$ cat config.mk
export PLATFORM = sky130hd
export DESIGN_NAME = vfc_queue
export DESIGN_NICKNAME = d
export VERILOG_FILES = /design/src/rtl/core/vfc_pkg.sv /design/src/rtl/core/vfc_queue.sv
export SDC_FILE = /design/constraint.sdc
export NUM_CORES = 1
export LEC_CHECK = 0
export ABC_AREA = 1
export ABC_CLOCK_PERIOD_IN_PS = 2000
export BUFFER_PORTS_ARGS = -buffer_cell sky130_fd_sc_hd__buf_2
export CAP_MARGIN = 20
export CORE_ASPECT_RATIO = 0.7
export CORE_MARGIN = 8
export CORE_UTILIZATION = 52
export CTS_CLUSTER_DIAMETER = 200
export CTS_CLUSTER_SIZE = 30
export DETAILED_ROUTE_END_ITERATION = 16
export PLACE_DENSITY = 0.79
export SYNTH_ARGS = -nofsm -noshare
export SYNTH_HDL_FRONTEND = slang
export SYNTH_SLANG_ARGS = --single-unit
$ cat constraint.sdc
create_clock -name clk_i -period 2 [get_ports clk_i]
set_input_delay 0.3 -clock clk_i [delete_from_list [all_inputs] [get_ports clk_i]]
set_output_delay 0.3 -clock clk_i [all_outputs]
set_load 0.01 [all_outputs]
$ cat src/rtl/core/vfc_pkg.sv
// shared types and constants for the voxel face culling core
package vfc_pkg;

  // default chunk edge length
  localparam int unsigned CHUNK_SIZE_DEF = 16;

  // field widths
  localparam int unsigned COORD_W  = 6;
  localparam int unsigned FACE_CW  = 4;
  localparam int unsigned SIDE_W   = 3;
  localparam int unsigned INDEX_W  = 17;
  localparam int unsigned NUM_SIDES = 6;

  // vertex index step per emitted quad
  localparam logic [INDEX_W-1:0] QUAD_VERTS = INDEX_W'(4);

  // command codes on the input port
  localparam logic [1:0] CMD_WRITE = 2'd0;
  localparam logic [1:0] CMD_BEGIN = 2'd1;
  localparam logic [1:0] CMD_EVAL  = 2'd2;

  // queue between front and back
  localparam int unsigned QUEUE_DEPTH = 4;
  localparam int unsigned QPTR_W      = $clog2(QUEUE_DEPTH);

  // operation carried by one queued item
  typedef enum logic [1:0] {
    OP_WRITE,
    OP_BEGIN,
    OP_EVAL
  } op_e;

  // queued item: padded coordinates run 0 .. CHUNK_SIZE+1
  typedef struct packed {
    op_e                op;
    logic [COORD_W-1:0] ux;
    logic [COORD_W-1:0] uy;
    logic [COORD_W-1:0] uz;
    logic               solid;
  } queue_entry_t;

  // front to queue
  typedef struct packed {
    logic         push;
    queue_entry_t entry;
  } push_req_t;

  // back part sequencer
  typedef enum logic [2:0] {
    BS_CLEAR,
    BS_IDLE,
    BS_EXEC,
    BS_READ,
    BS_EMIT
  } back_state_e;

endpackage

$ cat src/rtl/core/vfc_queue.sv
// short item queue between the front and back parts
module vfc_queue (
  input  logic                  clk_i,
  input  logic                  rst_ni,
  input  vfc_pkg::push_req_t    push_i,
  input  logic                  pop_i,
  output logic                  valid_o,
  output logic                  full_o,
  output vfc_pkg::queue_entry_t entry_o
);
  import vfc_pkg::*;

  queue_entry_t        slot_q [QUEUE_DEPTH];
  logic [QPTR_W-1:0]   wptr_q, wptr_d;
  logic [QPTR_W-1:0]   rptr_q, rptr_d;
  logic [QPTR_W:0]     count_q, count_d;
  logic                do_push, do_pop;

  assign valid_o = (count_q != '0);
  assign full_o  = (count_q == (QPTR_W+1)'(QUEUE_DEPTH));
  assign entry_o = slot_q[rptr_q];
  assign do_push = push_i.push && !full_o;
  assign do_pop  = pop_i && valid_o;

  // pointer and count update
  always_comb begin
    wptr_d  = do_push ? wptr_q + 1'b1 : wptr_q;
    rptr_d  = do_pop ? rptr_q + 1'b1 : rptr_q;
    count_d = count_q;
    if (do_push && !do_pop) begin
      count_d = count_q + 1'b1;
    end else if (do_pop && !do_push) begin
      count_d = count_q - 1'b1;
    end
  end

  always_ff @(posedge clk_i or negedge rst_ni) begin
    if (!rst_ni) begin
      wptr_q  <= '0;
      rptr_q  <= '0;
      count_q <= '0;
    end else begin
      wptr_q  <= wptr_d;
      rptr_q  <= rptr_d;
      count_q <= count_d;
    end
  end

  // entry storage
  always_ff @(posedge clk_i) begin
    if (do_push) begin
      slot_q[wptr_q] <= push_i.entry;
    end
  end

  // a push never arrives while the queue is full
  assert property (@(posedge clk_i) disable iff (!rst_ni) !(push_i.push && full_o))
    else $error("queue overflow");

endmodule

Word level (Yosys, flattened, before mapping)
Memory sizes are Yosys's and may differ from the RTL's. Cells that the tools add are included.

Equal/unequal tests: 1. $add $sub $neg: 4. Mux-type cells: 4. Reduce and logical (&&, ||, !) cells: 9.

Operators by type and width (number): $mux 3 (2); $add 2x1->2 const B (2); $logic_and 1x1->1 (4); $add 3x1->3 const B (1); $eq 3x3->1 const B (1); $logic_not 1->1 (3); $reduce_bool 3->1 (1); $sub 3x1->3 const B (1); $mux 1 (2); $reduce_bool 2->1 (1).

Word-level logic and storage cells: 22. Bits of input ports: 25. Bits in writable memories: 84. Register bits after elaboration: 7. Memories: 1.

Memories: slot_q (depth 4, bits a word 21, rd ports 1, clocked after memory_dff 0, wr ports 1, RTL line vfc_queue.sv:13) `queue_entry_t slot_q [QUEUE_DEPTH];`.

Logic depth before layout (Yosys ltp)
Word-level depth: 7. Mapped depth: 12.

Worst setup path before layout
Ideal clock, no wire load.

Kind: register to register. Start point: reg count_q[0]. End point: mem slot_q[2][0] (netlist name) (enable). Stages on the path, launching flop included: 5. Path slack: -0.018 ns. Data required time: 1.601 ns. Setup time: 0.399 ns. Buffers on the path: 0. Arrival: 1.619 ns. Cell sequence: dfrtp_1 inv_2 nand3_1 nand2_1 nor2_1.

Word-level cells in the longest chain between the ends: 5.

Ends and longest elaborated chain: start: declaration (RTL line vfc_queue.sv:16) `logic [QPTR_W:0] count_q, count_d;`; start signal: assignment (RTL line vfc_queue.sv:45) `count_q <= count_d;`; $eq 3x3->1 (RTL line vfc_queue.sv:20) `assign full_o = (count_q == (QPTR_W+1)'(QUEUE_DEPTH));`; $logic_not 1->1 (RTL line vfc_queue.sv:22) `assign do_push = push_i.push && !full_o;`; $logic_and 1x1->1 (RTL line vfc_queue.sv:22); $mux 1 (RTL line vfc_queue.sv:51) `if (do_push) begin`; $mux 1 (not written as such) (RTL line vfc_queue.sv:52) `slot_q[wptr_q] <= push_i.entry;`; end: declaration (RTL line vfc_queue.sv:13).

No other way between the ends.

==> summary.md <==
| Metric | Value |
|---|---|
| Status | finished clean |
| Dpl cells | between 400 and 500 |
| Crit path from | rptr_q[0]$_DFFE_PN0P_ |
| Compound-Gate Fraction of Synth Area | 0.116 |
| Xor/xnor share of the synthesized area | 0.00223 |
| Worst-path clk slew | around 0.080 ns |
| Share of cells above drive strength 1 | 0.292 |
| Post-CTS Setup Inserts | 0 |
| Multiplexer area fraction after synthesis | 0 |
| Initial antenna violation count | 1 |
| Vias | ~2300 |
| Nets | 394 |
| Via-per-instance ratio | about 5 |
| WP buf/inv | 3 |
| Syn Area/Cell | approximately 13 um^2 |
| Slowest CP cell | dfrtp_1 |
| Crit path DAT | roughly 1.6 ns |
| M3 GR Usage | 0.0625 |
| ANT nets after route | 0 |
| Power per cell area | approximately 1500 nW/um^2 |
| Antenna Cells | 0 |
| Commonest non-fill, non-tap cells in the layout | 84 x edfxtp_1, 81 x nand2_1, 55 x inv_1, 47 x buf_2, 27 x o211ai_2 |
| Hold WC Path Type | in -> reg |
| Die W | about 120 um |
| Number of global-route vias before repair | approximately 2400 |
| Drt first pass iters | 4 |
| Total track usage | 0.147 |
| Die Y | ~89 um |
| First DRT Iteration DRCs | approximately 170 |
| Final hold violation count | 0 |
| First-pass GRT wire length | between 10 and 15 mm |
| Fin crit share | 0.941 |
| Least-Margin Pin Slew | between 0.3 and 0.4 ns |
| Final setup vio count | 0 |
| Simple-gate share of the synthesized area | 0.0920 |
| Largest family of logic cells by synthesized area | compound AO/OA/AOI/OAI gates |
| GPL Wtd Cong | just over 0.8 |
| Post-layout min period | 1.88 ns |
| Largest net degree at the start of global routing | slightly above 40 |
| GRT busiest layer | met2 |
| Core Area | roughly 7300 um^2 |
| Levels on crit path | 5 |
| WL/cell | 15.6 um |
| Crit. End Element | output pin |
| Adder-cell share of the synthesized area | 0.0211 |
| Drt drc | 0 |
| Tot Pwr | just under 7000 uW |
| Synth Cell Area | 3920 um^2 |
| Hpwl dp | 4.82 mm |
| IO Pins | 48 |
| Mapped Cells | between 300 and 400 |
| Row cnt | 26 |
| Largest stage delay, worst path | roughly 0.44 ns |
| Reg2reg setup slack | ~0.20 ns |
| Root buf cell | clkbuf_8 |
| TritonCTS clock tree | done |
| Port bufs | 47 |
| Post-Route WL | 7.28 mm |
| H-tree depth | 3 |
| Initial Util | 0.538 |
| Layout area overhead | 17.3% |
| Post-synthesis cell type count | 16 |
| FF+latch count, synth | 91 |
| Worst Skew | slightly above 0.008 ns |
| Delay-heaviest family, CP | buffers and inverters |
| Fill cells | approximately 530 |
| Mapped Nets | 336 |
| Clock latency on the worst-skew pair | ~0.34 ns |
| Critical path class | reg -> out |
| GR Util met2 | 0.254 |
| Leak Pwr | 0.00197 uW |
| Worst reg-to-reg path cell count | 11 |
| Congestion Overflow GR | 0 |
| CP Launch Type | flop |
| Met1 Usage GRT | 0.167 |
| CTS Sinks | just over 90 |
| Buffer depth of the longest clock path | 2 |
| Rel. slew slack | 0.756 |
| Max Cap Violations | 0 |
| RR Endpoint | count_q[2]$_DFFE_PN0P_ |
| Post-Layout Cell Count | ~470 |
| CP max FO | 34 |
| DIE AREA | around 11000 um^2 |
| CTS Buf Count | 9 |
| Crit-path cells | clkinv_4 > buf_12 > o211ai_1 > nand2_1 > buf_2 |
| Max VDD drop | around 0.00072 V |
| Fmax achieved | between 0.5 and 0.6 GHz |
| FF-to-FF Start | count_q[0]$_DFFE_PN0P_ |
| CP required | 1.70 ns |
| Worst Setup EP | entry_o[18] |
| Commonest non-fill, non-tap cell in the layout | edfxtp_1 |
| Sequential share of the synthesized area | 0.688 |
| Max-slew violations | 0 |
| Synth warn | 0 |
-- how the worst min path moves through the flow --
stage | from | to | slack [ns] | depth (start not counted)
after floorplan | rst_ni | count_q[0]$_DFFE_PN0P_ | 0.004 | 0
after global placement | rst_ni | count_q[0]$_DFFE_PN0P_ | 0.14 | 1
after detailed placement | rst_ni | count_q[2]$_DFFE_PN0P_ | 0.15 | 1
after CTS | push_i[1] | slot_q[3][1]$_DFFE_PP_ | 0.15 | 1
after global routing | push_i[18] | slot_q[2][18]$_DFFE_PP_ | 0.14 | 1
final | push_i[11] | slot_q[0][11]$_DFFE_PP_ | 0.17 | 1
-- registers in the layout, summed over array words and instances, names as in the netlist --
name,flops
count_q,3
rptr_q,2
slot_q,84
wptr_q,2
-- power breakdown --
part	total (uW)	internal, uW	switching [uW]
logic	2550	959	1590
clock network	1530	943	583
registers	2680	2520	161
-- per-layer routing --
layer / part of all wire / vias to the layer above
met3: 0.054 / 11
met4: 0.012 / 2
met5: 0.0015 / -
met2: 0.49 / 41
li1: - / 1153
met1: 0.45 / 1095
-- cells in the mapped netlist --
library cell / n / area, um^2
buf_2: 8 / 40.0
buf_6: 5 / 56.3
dfrtp_1: 7 / 175
edfxtp_1: 84 / 2520
fa_1: 1 / 20.0
ha_1: 5 / 62.6
inv_1: 55 / 206
inv_2: 3 / 11.3
nand2_1: 81 / 304
nand3_1: 7 / 35.0
nand4_1: 1 / 6.26
nor2_1: 4 / 15.0
o211ai_1: 15 / 113
o211ai_2: 27 / 338
o21ai_0: 1 / 5.00
xnor2_1: 1 / 8.76
-- per-stage QoR --
step / hold WS, ns / setup TNS [ns] / utilization / cell area, um^2 / worst slack (ns)
global route: 0.143 / -0.00156 / 0.631 / 4600 / -0.00124
finish: 0.167 / 0 / 0.631 / 4600 / 0.119
detailed placement: 0.148 / 0 / 0.594 / 4330 / 0.211
CTS: 0.154 / 0 / 0.631 / 4600 / 0.0525
floorplan: 0.00441 / -1.48 / - / 3920 / -0.0176
global placement: 0.141 / 0 / 0.594 / 4330 / 0.306
-- what timing repair did --
item                                    in CTS  in global routing
hold buffers                                 1                  0
gates resized for setup                      1                  1
endpoints found under the setup margin       6                 10
endpoints found under the hold margin        7                  0
-- worst reg2reg max path, stage by stage, from the launching register on --
cell and delay [ns]:
dfrtp_1 0.44, inv_2 0.06, nand3_1 0.15, nand2_1 0.10
inv_1 0.07, ha_1 0.16, inv_1 0.06, fa_1 0.39
inv_1 0.07, nand2_1 0.06, nand4_1 0.09, nand2_1 0.05
-- cells by family after synthesis --
family,count (synthesis)
buffers and inverters,71
flip-flops,91
XOR/XNOR,1
AND/OR/NAND/NOR,93
adder cells (fa/ha/maj),6
AO/OA/AOI/OAI,43
-- final cells by class --
class | count | area, um^2 | share of cell area
sequential | 91 | 2700 | 0.587
multi-input combinational | 143 | 917 | 0.199
timing repair buffer | 60 | 385 | 0.0838
inverter | 58 | 223 | 0.0484
clock inverter | 6 | 129 | 0.0280
clock buffer | 9 | 124 | 0.0269
tap | 98 | 123 | 0.0267
Note: power is estimated with default switching activity, not from simulation.
