<file path="src/rtl/core/vfc_pkg.sv">
// shared types and constants for the voxel face culling core
package vfc_pkg;

  // default chunk edge length
  localparam int unsigned CHUNK_SIZE_DEF = 16;

  // field widths
  localparam int unsigned COORD_W  = 6;
  localparam int unsigned FACE_CW  = 4;
  localparam int unsigned SIDE_W   = 3;
  localparam int unsigned INDEX_W  = 17;
  localparam int unsigned NUM_SIDES = 6;

  // vertex index step per emitted quad
  localparam logic [INDEX_W-1:0] QUAD_VERTS = INDEX_W'(4);

  // command codes on the input port
  localparam logic [1:0] CMD_WRITE = 2'd0;
  localparam logic [1:0] CMD_BEGIN = 2'd1;
  localparam logic [1:0] CMD_EVAL  = 2'd2;

  // queue between front and back
  localparam int unsigned QUEUE_DEPTH = 4;
  localparam int unsigned QPTR_W      = $clog2(QUEUE_DEPTH);

  // operation carried by one queued item
  typedef enum logic [1:0] {
    OP_WRITE,
    OP_BEGIN,
    OP_EVAL
  } op_e;

  // queued item: padded coordinates run 0 .. CHUNK_SIZE+1
  typedef struct packed {
    op_e                op;
    logic [COORD_W-1:0] ux;
    logic [COORD_W-1:0] uy;
    logic [COORD_W-1:0] uz;
    logic               solid;
  } queue_entry_t;

  // front to queue
  typedef struct packed {
    logic         push;
    queue_entry_t entry;
  } push_req_t;

  // back part sequencer
  typedef enum logic [2:0] {
    BS_CLEAR,
    BS_IDLE,
    BS_EXEC,
    BS_READ,
    BS_EMIT
  } back_state_e;

endpackage

</file>
<file path="src/rtl/core/vfc_front.sv">
// front part: accepts commands, range checks them, queues the useful ones
module vfc_front #(
  parameter int unsigned CHUNK_SIZE = vfc_pkg::CHUNK_SIZE_DEF
) (
  input  logic                                 start_i,
  input  logic                                 busy_i,
  input  logic [1:0]                           cmd_i,
  input  logic signed [vfc_pkg::COORD_W-1:0]   pos_x_i,
  input  logic signed [vfc_pkg::COORD_W-1:0]   pos_y_i,
  input  logic signed [vfc_pkg::COORD_W-1:0]   pos_z_i,
  input  logic                                 solid_i,
  output vfc_pkg::push_req_t                   push_o
);
  import vfc_pkg::*;

  logic accept;
  int   xs, ys, zs;
  logic in_pad, in_chunk;

  // sign extend and check ranges
  always_comb begin
    xs       = int'(pos_x_i);
    ys       = int'(pos_y_i);
    zs       = int'(pos_z_i);
    in_pad   = (xs >= -1) && (xs <= int'(CHUNK_SIZE)) &&
               (ys >= -1) && (ys <= int'(CHUNK_SIZE)) &&
               (zs >= -1) && (zs <= int'(CHUNK_SIZE));
    in_chunk = (xs >= 0) && (xs < int'(CHUNK_SIZE)) &&
               (ys >= 0) && (ys < int'(CHUNK_SIZE)) &&
               (zs >= 0) && (zs < int'(CHUNK_SIZE));
  end

  assign accept = start_i && !busy_i;

  // classify the item and build the queue entry
  always_comb begin
    push_o.push        = 1'b0;
    push_o.entry.op    = OP_WRITE;
    push_o.entry.ux    = COORD_W'(xs + 1);
    push_o.entry.uy    = COORD_W'(ys + 1);
    push_o.entry.uz    = COORD_W'(zs + 1);
    push_o.entry.solid = solid_i;
    unique case (cmd_i)
      CMD_WRITE: begin
        push_o.push     = accept && in_pad;
        push_o.entry.op = OP_WRITE;
      end
      CMD_BEGIN: begin
        push_o.push     = accept;
        push_o.entry.op = OP_BEGIN;
      end
      CMD_EVAL: begin
        push_o.push     = accept && in_chunk;
        push_o.entry.op = OP_EVAL;
      end
      default: begin
        push_o.push = 1'b0;
      end
    endcase
  end

endmodule

</file>
<file path="config.mk">
export PLATFORM = sky130hd
export DESIGN_NAME = vfc_front
export DESIGN_NICKNAME = d
export VERILOG_FILES = /design/src/rtl/core/vfc_pkg.sv /design/src/rtl/core/vfc_front.sv
export SDC_FILE = /design/constraint.sdc
export NUM_CORES = 1
export LEC_CHECK = 0
export BUFFER_PORTS_ARGS = -buffer_cell sky130_fd_sc_hd__buf_2
export CAP_MARGIN = 25
export CORE_AREA = 2 2 39 41
export DETAILED_ROUTE_END_ITERATION = 12
export DIE_AREA = 0 0 41 43
export GPL_ROUTABILITY_DRIVEN = 0
export PLACE_DENSITY = 0.78
export SETUP_SLACK_MARGIN = 0.4
export SYNTH_ARGS = -nofsm -noshare
export SYNTH_HDL_FRONTEND = slang
export SYNTH_SLANG_ARGS = --single-unit
</file>
<file path="constraint.sdc">
create_clock -name vclk -period 1.55
set_clock_uncertainty 0.2 [all_clocks]
set_input_delay 0.0775 -clock vclk [all_inputs]
set_output_delay 0.0775 -clock vclk [all_outputs]
set_load 0.05 [all_outputs]
</file>
**Word level (Yosys, flattened, before mapping)**

Cells that the tools add are included.

- Add/subtract/negate cells: 3
- Eq/ne operators: 2
- Magnitude comparators: 12
- Reduce and logical (&&, ||, !) cells: 15
- Multiplexer cells: 2

Operators by type and width:

| operator | count |
|---|---|
| $ge 6x1->1 const B | 6 |
| $add 6x2->6 const B | 3 |
| $le 6x6->1 const B | 3 |
| $lt 6x6->1 const B | 3 |
| $logic_and 1x1->1 | 13 |
| $pmux 2 s2 | 1 |
| $pmux 1 s3 | 1 |
| $eq 2x1->1 const B | 1 |
| $eq 2x2->1 const B | 1 |
| $logic_not 2->1 | 1 |
| $logic_not 1->1 | 1 |

- Register bits after elaboration: 0
- Output and inout bits: 22
- Logic and storage cells: 34
- Input bits: 23

**Logic depth before layout (Yosys ltp)**

Gate-level depths: netlist (run 1).

- Depth after elaboration: 8
- Gate-level depth with buffers: 6
- Mapped depth without buffers: 6

**Worst setup path before layout (run 1)**

OpenSTA, ideal clock, no wires.

- Path kind: in2out
- Start: input port pos_y_i[0] in the netlist's numbering
- End: output port push_o[21] in the netlist's numbering
- Buffers on the path: 0
- Stages on the path: 6
- Data arrival time: 1.988 ns
- Data required time: 1.272 ns
- Setup slack: -0.715 ns
- Cells stage by stage: inv_1 ha_1 or3b_1 a21oi_1 o22ai_1 a2bb2oi_1

RTL lines:

| what | RTL line | source |
|---|---|---|
| start, declared | vfc_front.sv:9 | `input logic signed [vfc_pkg::COORD_W-1:0] pos_y_i,` |
| end, declared | vfc_front.sv:12 | `output vfc_pkg::push_req_t push_o` |

==> results of run 1 <==
==> cells by family after synthesis <==
logic type,after synthesis,synth area share
xor+xnor,12,0.2561
simple gates,24,0.3567
fa+ha+maj,6,0.1829
buf+inv,8,0.08234
compound gates,8,0.1220
==> cell usage after synthesis, types with 2 or more instances <==
cell type | instances | area, sq um
inv_1 | 7 | 26.28
ha_1 | 6 | 75.07
o21ai_0 | 2 | 10.01
a21oi_1 | 2 | 10.01
or3b_1 | 2 | 17.52
xor2_1 | 3 | 26.28
nand3_1 | 9 | 45.04
nor2_1 | 2 | 7.510
nor3b_1 | 2 | 15.01
xnor2_1 | 9 | 78.83
and3_1 | 4 | 25.02
==> layer usage <==
| layer | vias to the layer above | global-route usage | wire, microns |
|---|---|---|---|
| li1 | 337 | - | - |
| met1 | 376 | 0.1768 | 1009 |
| met2 | 65 | 0.3813 | 1799 |
| met3 | 24 | 0 | 169 |
| met4 | 0 | 0 | 258 |
| met5 | - | 0 | 0 |
==> power by group through the flow <==
stage / sequential [uW] / combinational, uW / clock [uW]
2_1_floorplan: 0 / 248 / 0
5_1_grt: 0 / 550 / 0
3_3_place_gp: 0 / 364 / 0
4_1_cts: 0 / 437 / 0
6_report: 0 / 528 / 0
3_5_place_dp: 0 / 370 / 0
==> layout make-up <==
type / count / area [sq um] / share of cell area
Multi-Input combinational cell: 50 / 684.4 / 0.5151
Inverter: 7 / 37.54 / 0.02825
Timing Repair Buffer: 68 / 586.8 / 0.4416
Tap cell: 16 / 20.02 / 0.01507
==> stage by stage <==
| stage | util | setup TNS (ns) | hold slack (ns) | setup slack [ns] |
|---|---|---|---|---|
| after global placement | 0.6537 | -0.1425 | -0.04441 | -0.1425 |
| final | 0.9602 | -0.1708 | 0.2990 | -0.1708 |
| after CTS | 0.8074 | 0 | 0.2987 | 0.01567 |
| after global routing | 0.9602 | -0.2163 | 0.3147 | -0.2163 |
| after floorplan | - | -0.07187 | 0.05023 | -0.07187 |
| after detailed placement | 0.6537 | -0.1503 | -0.04441 | -0.1503 |
==> path summary, 6_finish.rpt <==
path,endpoint,slack (ns),cells past startpoint
max,push_o[21],-0.17,8
min,push_o[6],0.30,3
==> timing repair <==
action,CTS,global route
pin swaps,10,11
buffers inserted,1,6
setup endpoints to repair,10,12
endpoints found under the hold margin,1,0
gates resized for setup,47,38
hold buffers,1,0
==> worst max-delay path, stage by stage <==
cell	delay, ns
buf_8	0.10
clkinvlp_4	0.08
ha_4	0.12
or3b_1	0.38
a21oi_2	0.21
o22ai_2	0.14
a2bb2oi_4	0.16
buf_6	0.17
==> run_results.csv, run 1 <==
group,metric,value,unit
power,p_sw,316.7,uW
final_layout,fill_cells,31,
setup_path,end_kind,"output port",
final_layout,layout.cells.non_filler,141,
detailed_routing,drt-pass1-iter-count,4,
final_layout,final_cell_mix,"27 x buf_6, 21 x buf_2, 16 x buf_4, 6 x nand3_4, 6 x xnor2_2",
floorplan,initial_core_util,0.2966,
place,port_buffers,43,
floorplan,die_y,43,microns
power,p_clk_frac,0,
synthesis,synth.avg_cell_area,7.076,sq um
synthesis,postSynthCellCount,58,
timing,worstMarginPinSlew,0.5081,ns
power,swShare,0.5993,
timing,slew_viol_final,0,
grt,overflow,0,
floorplan,rows,14,
final_layout,drive_gt1_frac,0.8560,
power,combPwrFrac,1.000,
timing,finalSetupViolCount,1,
final_layout,layout.nets,156,
worst_hold_path,hp-start,"pos_z_i[5]",
setup_path,crit_required,1.27,ns
place,place_area,904.6,sq um
timing,period_share,1.110,
timing,finalCriticalPeriod,1.721,ns
final_layout,n_antenna_cell,0,
grt,grt_pass1_wl,2.332,mm
floorplan,coreArea,1384,sq um
final_layout,finish.instance_area,1329,sq um
power,power_density,397.7,nW/um^2
power,internal_power,211.7,uW
power,power,528.5,uW
synthesis,syn_area,410.4,sq um
detailed_routing,ant_nets,0,
power,leakage,0.0006116,uW
detailed_routing,num_vias,802,
detailed_routing,wl_per_cell,22.94,microns
setup_path,worstSetupStartpointType,"input port",
setup_path,worst-setup-path-type,"input port to output port",
synthesis,synth.distinct_cells,21,
outcome,status,"finished with violations",
timing,worst_slack,-0.1708,ns
timing,hold_viol,0,
detailed_routing,drc,0,
power,peakVddDrop,0.3367,mV
synthesis,synth_fp_nets,87,
synthesis,ys_seq_area_frac,0,
grt,antenna_found_initial,0,
final_layout,numSequentialCells,0,
grt,grt_pass1_vias,629,
setup_path,timing.critical_path.from,"pos_x_i[0]",
synthesis,ys_warn_count,0,
worst_hold_path,hold_path_class,"input port to output port",
job,timing.max_cap.violations,0,
grt,grt_max_degree,5,
setup_path,cp_max_fo,2,
detailed_routing,viasPerCell,5.688,
final_layout,synthToLayoutAreaGrowth,223.8,%
timing,rsz0062_at_grt,"true",
place,dp_hpwl,1.169,mm
detailed_routing,first_iter_violations,16,
setup_path,arrival,1.44,ns
outcome,violations,"negative setup slack",
timing,maxSlewHeadroom,0.6628,
final_layout,seq_area,0,sq um
final_layout,final.clkbuf_count,0,
floorplan,ios,45,
floorplan,dieArea,1763,sq um
floorplan,die_w,41,microns
detailed_routing,drt-total-wl,3.235,mm
power,power_frac_seq,0,
grt,grtUsageTotal,0.1777,
place,dp_cells,133,
final_layout,final_common_cell,"buf_6",
timing,fmax,0.5811,GHz
(Power assumes the default switching activity.)
==> run 2, diff against run 1 <==
Clock period 1.55 ns to 1.8 ns, I/O delays scaled along.
==> run_results.csv, run 2 (same netlist as run 1, synthesis figures left out) <==
group,metric,value,unit
timing,hold_viol,0,
setup_path,crit_required,1.51,ns
worst_hold_path,min_path_cells,3,
floorplan,dieArea,1763,sq um
power,combPwrFrac,1.000,
worst_hold_path,hp-start,"cmd_i[1]",
worst_hold_path,min_to,"push_o[19]",
setup_path,worst_path_max_delay_cell,"or3b_1",
setup_path,critPathMaxStageDelay,0.36,ns
detailed_routing,first_iter_violations,1,
timing,maxSlewHeadroom,0.6689,
power,peakVddDrop,0.2099,mV
power,p_sw,211.0,uW
setup_path,path_delay_family,"compound AO/OA/AOI/OAI gates",
timing,finalCriticalPeriod,1.603,ns
detailed_routing,num_vias,577,
outcome,status,"finished, final reports clean",
power,power_frac_seq,0,
final_layout,synthToLayoutAreaGrowth,100.3,%
detailed_routing,drc,0,
grt,grt_pass1_wl,1.980,mm
final_layout,n_antenna_cell,0,
detailed_routing,ant_nets,0,
setup_path,arrival,1.31,ns
setup_path,crit_chain,"buf_8, clkinvlp_4, ha_4, or3b_1, a21oi_2, o22ai_2, a2bb2oi_4, buf_6",
final_layout,final.clkbuf_count,0,
grt,grtUsageTotal,0.1532,
setup_path,worstSetupStartpointType,"input port",
job,timing.max_cap.violations,0,
place,port_buffers,43,
timing,finalSetupViolCount,0,
timing,rsz0062_at_grt,"true",
grt,antenna_found_initial,0,
timing,worstMarginPinSlew,0.4950,ns
detailed_routing,wl_per_cell,11.49,microns
power,leakage,0.0004053,uW
final_layout,final_cell_mix,"37 x buf_2, 9 x nand3_1, 5 x xnor2_2, 5 x buf_6",
place,place_area,714.4,sq um
floorplan,coreArea,1384,sq um
final_layout,drive_gt1_frac,0.6535,
grt,grt_max_degree,6,
setup_path,cp_max_fo,4,
detailed_routing,viasPerCell,4.932,
timing,period_share,0.8905,
worst_hold_path,hold_path_class,"input port to output port",
final_layout,layout.cells.non_filler,117,
final_layout,numSequentialCells,0,
power,power_density,369.7,nW/um^2
power,p_clk_frac,0,
floorplan,die_w,41,microns
final_layout,layout.nets,132,
place,dp_cells,116,
setup_path,worst-setup-path-type,"input port to output port",
grt,overflow,0,
timing,fmax,0.6239,GHz
clock_network,post_cts.repair.setup_buffers,0,
detailed_routing,drt-total-wl,1.344,mm
place,dp_hpwl,1.085,mm
setup_path,cp.buffers_inverters,3,
grt,grt_pass1_vias,550,
final_layout,final_common_cell,"buf_2",
timing,worst_slack,0.1971,ns
floorplan,initial_core_util,0.2966,
power,internal_power,92.91,uW
setup_path,end_kind,"output port",
timing,slew_viol_final,0,
power,swShare,0.6943,
floorplan,die_y,43,microns
place,dp_slack,0.007649,ns
final_layout,seq_area,0,sq um
final_layout,finish.instance_area,822.0,sq um
detailed_routing,drt-pass1-iter-count,4,
timing,setup-tns-final,0,ns
floorplan,ios,45,
floorplan,rows,14,
## run 2: cell count changes in the layout (fill, tap and decap cells not counted), moves of 3 or more
| cell | change |
|---|---|
| buf_4 | -16 |
| nand3_4 | -6 |
| buf_6 | -22 |
| nand3_1 | +7 |
| xnor2_4 | -3 |
| buf_2 | +16 |
| xnor2_1 | +4 |
## run 2: power by group through the flow
stage               sequential, uW  combinational (uW)  clock (uW)
floorplan                        0                 201           0
global placement                 0                 273           0
detailed placement               0                 277           0
CTS                              0                 304           0
global route                     0                 321           0
finish                           0                 304           0
## run 2: worst max-delay path by stage
stage,from,end,slack [ns],cells after the start
finish,pos_y_i[0],push_o[21],0.20,8
detailed placement,pos_z_i[0],push_o[21],0.008,8
global route,pos_z_i[1],push_o[21],0.16,8
global placement,pos_x_i[0],push_o[21],0.08,8
CTS,pos_y_i[0],push_o[21],0.23,8
floorplan,pos_y_i[0],push_o[21],0.15,6
## run 2: worst min-delay path, cell delays in order
cell	delay, ns
buf_2	0.10
nor2b_2	0.04
buf_2	0.20
## run 2: stage by stage
stage / total power (uW) / hold slack (ns) / util
final: 303.9 / 0.3199 / 0.5940
after global routing: 320.6 / 0.3402 / 0.5940
after CTS: 304.0 / 0.3202 / 0.5940
after detailed placement: 277.2 / -0.01966 / 0.5163
after global placement: 272.9 / -0.01966 / 0.5163
after floorplan: 201.3 / 0.07523 / -
## run 2: per-layer routing
| metal | track usage | part of all wire | up-vias |
|---|---|---|---|
| met2 | 0.3375 | 0.57 | 32 |
| li1 | - | - | 286 |
| met5 | 0 | 0 | - |
| met4 | 0 | 0 | 0 |
| met1 | 0.1433 | 0.34 | 259 |
| met3 | 0 | 0.091 | 0 |
## run 2: area by class of cell
cell class | count | area [sq um]
Fill cell | 126 | 561.8
Multi-Input combinational cell | 50 | 498.0
Timing Repair Buffer | 44 | 266.5
Inverter | 7 | 37.54
Tap cell | 16 | 20.02
## run 2: what timing repair did
item,CTS,global route
cloned,0,0
gates resized for setup,27,0
endpoints found under the setup margin,1,1
endpoints found under the hold margin,1,0
hold buffers,1,0
pin swaps,9,0
==> run 3, diff against run 2 <==
Clock period 1.8 ns to 1.7 ns, I/O delays scaled along.
==> run_results.csv, run 3 (same netlist as run 1, synthesis figures left out) <==
group,metric,value,unit
timing,fmax,0.6279,GHz
floorplan,rows,14,
outcome,status,"finished, final reports clean",
grt,grt_max_degree,6,
floorplan,die_w,41,microns
timing,maxSlewHeadroom,0.6700,
floorplan,dieArea,1763,sq um
setup_path,worst_path_max_delay_cell,"or3b_4",
power,leakage,0.0004652,uW
power,swShare,0.6577,
floorplan,initial_core_util,0.2966,
detailed_routing,drt-pass1-iter-count,4,
setup_path,crit_required,1.41,ns
detailed_routing,drc,0,
timing,rsz0062_at_grt,"true",
power,p_clk_frac,0,
setup_path,worstSetupStartpointType,"input port",
detailed_routing,wl_per_cell,12.59,microns
final_layout,final_cell_mix,"32 x buf_2, 9 x buf_4, 8 x buf_6, 7 x nand3_1",
detailed_routing,ant_nets,0,
setup_path,end_kind,"output port",
grt,grt_pass1_wl,2.049,mm
floorplan,die_y,43,microns
power,combPwrFrac,1.000,
setup_path,worst-setup-path-type,"input port to output port",
grt,overflow,0,
setup_path,arrival,1.31,ns
final_layout,seq_area,0,sq um
final_layout,synthToLayoutAreaGrowth,141.8,%
floorplan,ios,45,
setup_path,crit_chain,"buf_6, clkinvlp_4, ha_4, or3b_4, a21oi_2, o22ai_2, a2bb2oi_4, buf_8",
detailed_routing,num_vias,640,
worst_hold_path,min_path_cells,3,
power,internal_power,124.1,uW
final_layout,numSequentialCells,0,
place,port_buffers,43,
floorplan,coreArea,1384,sq um
timing,finalSetupViolCount,0,
job,timing.max_cap.violations,0,
worst_hold_path,hp-start,"cmd_i[1]",
detailed_routing,drt-total-wl,1.574,mm
detailed_routing,viasPerCell,5.120,
place,dp_cells,123,
final_layout,fill_cells,109,
detailed_routing,first_iter_violations,6,
power,power,362.4,uW
place,dp_hpwl,1.065,mm
timing,period_share,0.9368,
final_layout,layout.nets,140,
final_layout,final.clkbuf_count,0,
power,power_density,365.3,nW/um^2
timing,worstMarginPinSlew,0.4934,ns
timing,finalCriticalPeriod,1.593,ns
grt,antenna_found_initial,0,
grt,grt_pass1_vias,546,
power,power_frac_seq,0,
power,peakVddDrop,0.2442,mV
setup_path,cp_max_fo,2,
final_layout,n_antenna_cell,0,
timing,hold_viol,0,
worst_hold_path,hold_path_class,"input port to output port",
setup_path,critPathMaxStageDelay,0.37,ns
final_layout,drive_gt1_frac,0.7615,
timing,slew_viol_final,0,
final_layout,final_common_cell,"buf_2",
final_layout,layout.cells.non_filler,125,
worst_hold_path,min_to,"push_o[19]",
grt,grtUsageTotal,0.1575,
power,p_sw,238.3,uW
-- run 3: worst max-delay path by stage --
stage | startpoint | to | slack (ns) | cells past startpoint
CTS | pos_y_i[0] | push_o[21] | 0.15 | 8
global placement | pos_y_i[0] | push_o[21] | -0.004 | 8
floorplan | pos_y_i[0] | push_o[21] | 0.06 | 6
detailed placement | pos_z_i[0] | push_o[21] | -0.03 | 8
global route | pos_y_i[0] | push_o[21] | 0.03 | 8
finish | pos_y_i[0] | push_o[21] | 0.11 | 8
-- run 3: worst max-delay path, delay by kind of cell --
| kind | cells | cell delay [ns] |
|---|---|---|
| AND/OR/NAND/NOR | 1 | 0.37 |
| buffers and inverters | 3 | 0.33 |
| adder cells (fa/ha/maj) | 1 | 0.11 |
| AO/OA/AOI/OAI | 3 | 0.42 |
-- run 3: area by class of cell --
| class | count | area, sq um | share of cell area |
|---|---|---|---|
| inverters | 7 | 37.54 | 0.03783 |
| multi-input cells | 50 | 584.3 | 0.5889 |
| well taps | 16 | 20.02 | 0.02018 |
| repair buffers | 52 | 350.3 | 0.3531 |
-- run 3: layer usage --
layer / track usage / vias up / share of wire
met5: 0 / - / 0
met4: 0.01333 / 0 / 0.015
met3: 0.01047 / 8 / 0.085
met2: 0.3063 / 50 / 0.55
met1: 0.1763 / 280 / 0.35
li1: - / 302 / -
-- run 3: repair_timing --
item	in CTS	in global routing
gates resized for setup	23	23
endpoints found under the setup margin	5	8
setup buffers	0	1
endpoints found under the hold margin	1	0
hold buffers	1	0
pin swaps	6	9
-- run 3: through the flow --
step | util | hold slack (ns) | TNS (ns) | area (sq um) | setup slack (ns)
after floorplan | - | 0.06523 | 0 | 501.7 | 0.06313
after global placement | 0.5651 | -0.02941 | -0.004217 | 782.0 | -0.004217
after detailed placement | 0.5651 | -0.02941 | -0.02809 | 782.0 | -0.02809
after CTS | 0.6356 | 0.3064 | 0 | 879.6 | 0.1457
after global routing | 0.7170 | 0.3201 | 0 | 992.2 | 0.03159
final | 0.7170 | 0.3057 | 0 | 992.2 | 0.1074
-- run 3: power groups by stage --
stage	Sequential, uW	Combinational [uW]	Clock [uW]
2_1_floorplan	0	216	0
3_3_place_gp	0	303	0
3_5_place_dp	0	306	0
4_1_cts	0	333	0
5_1_grt	0	383	0
6_report	0	362	0
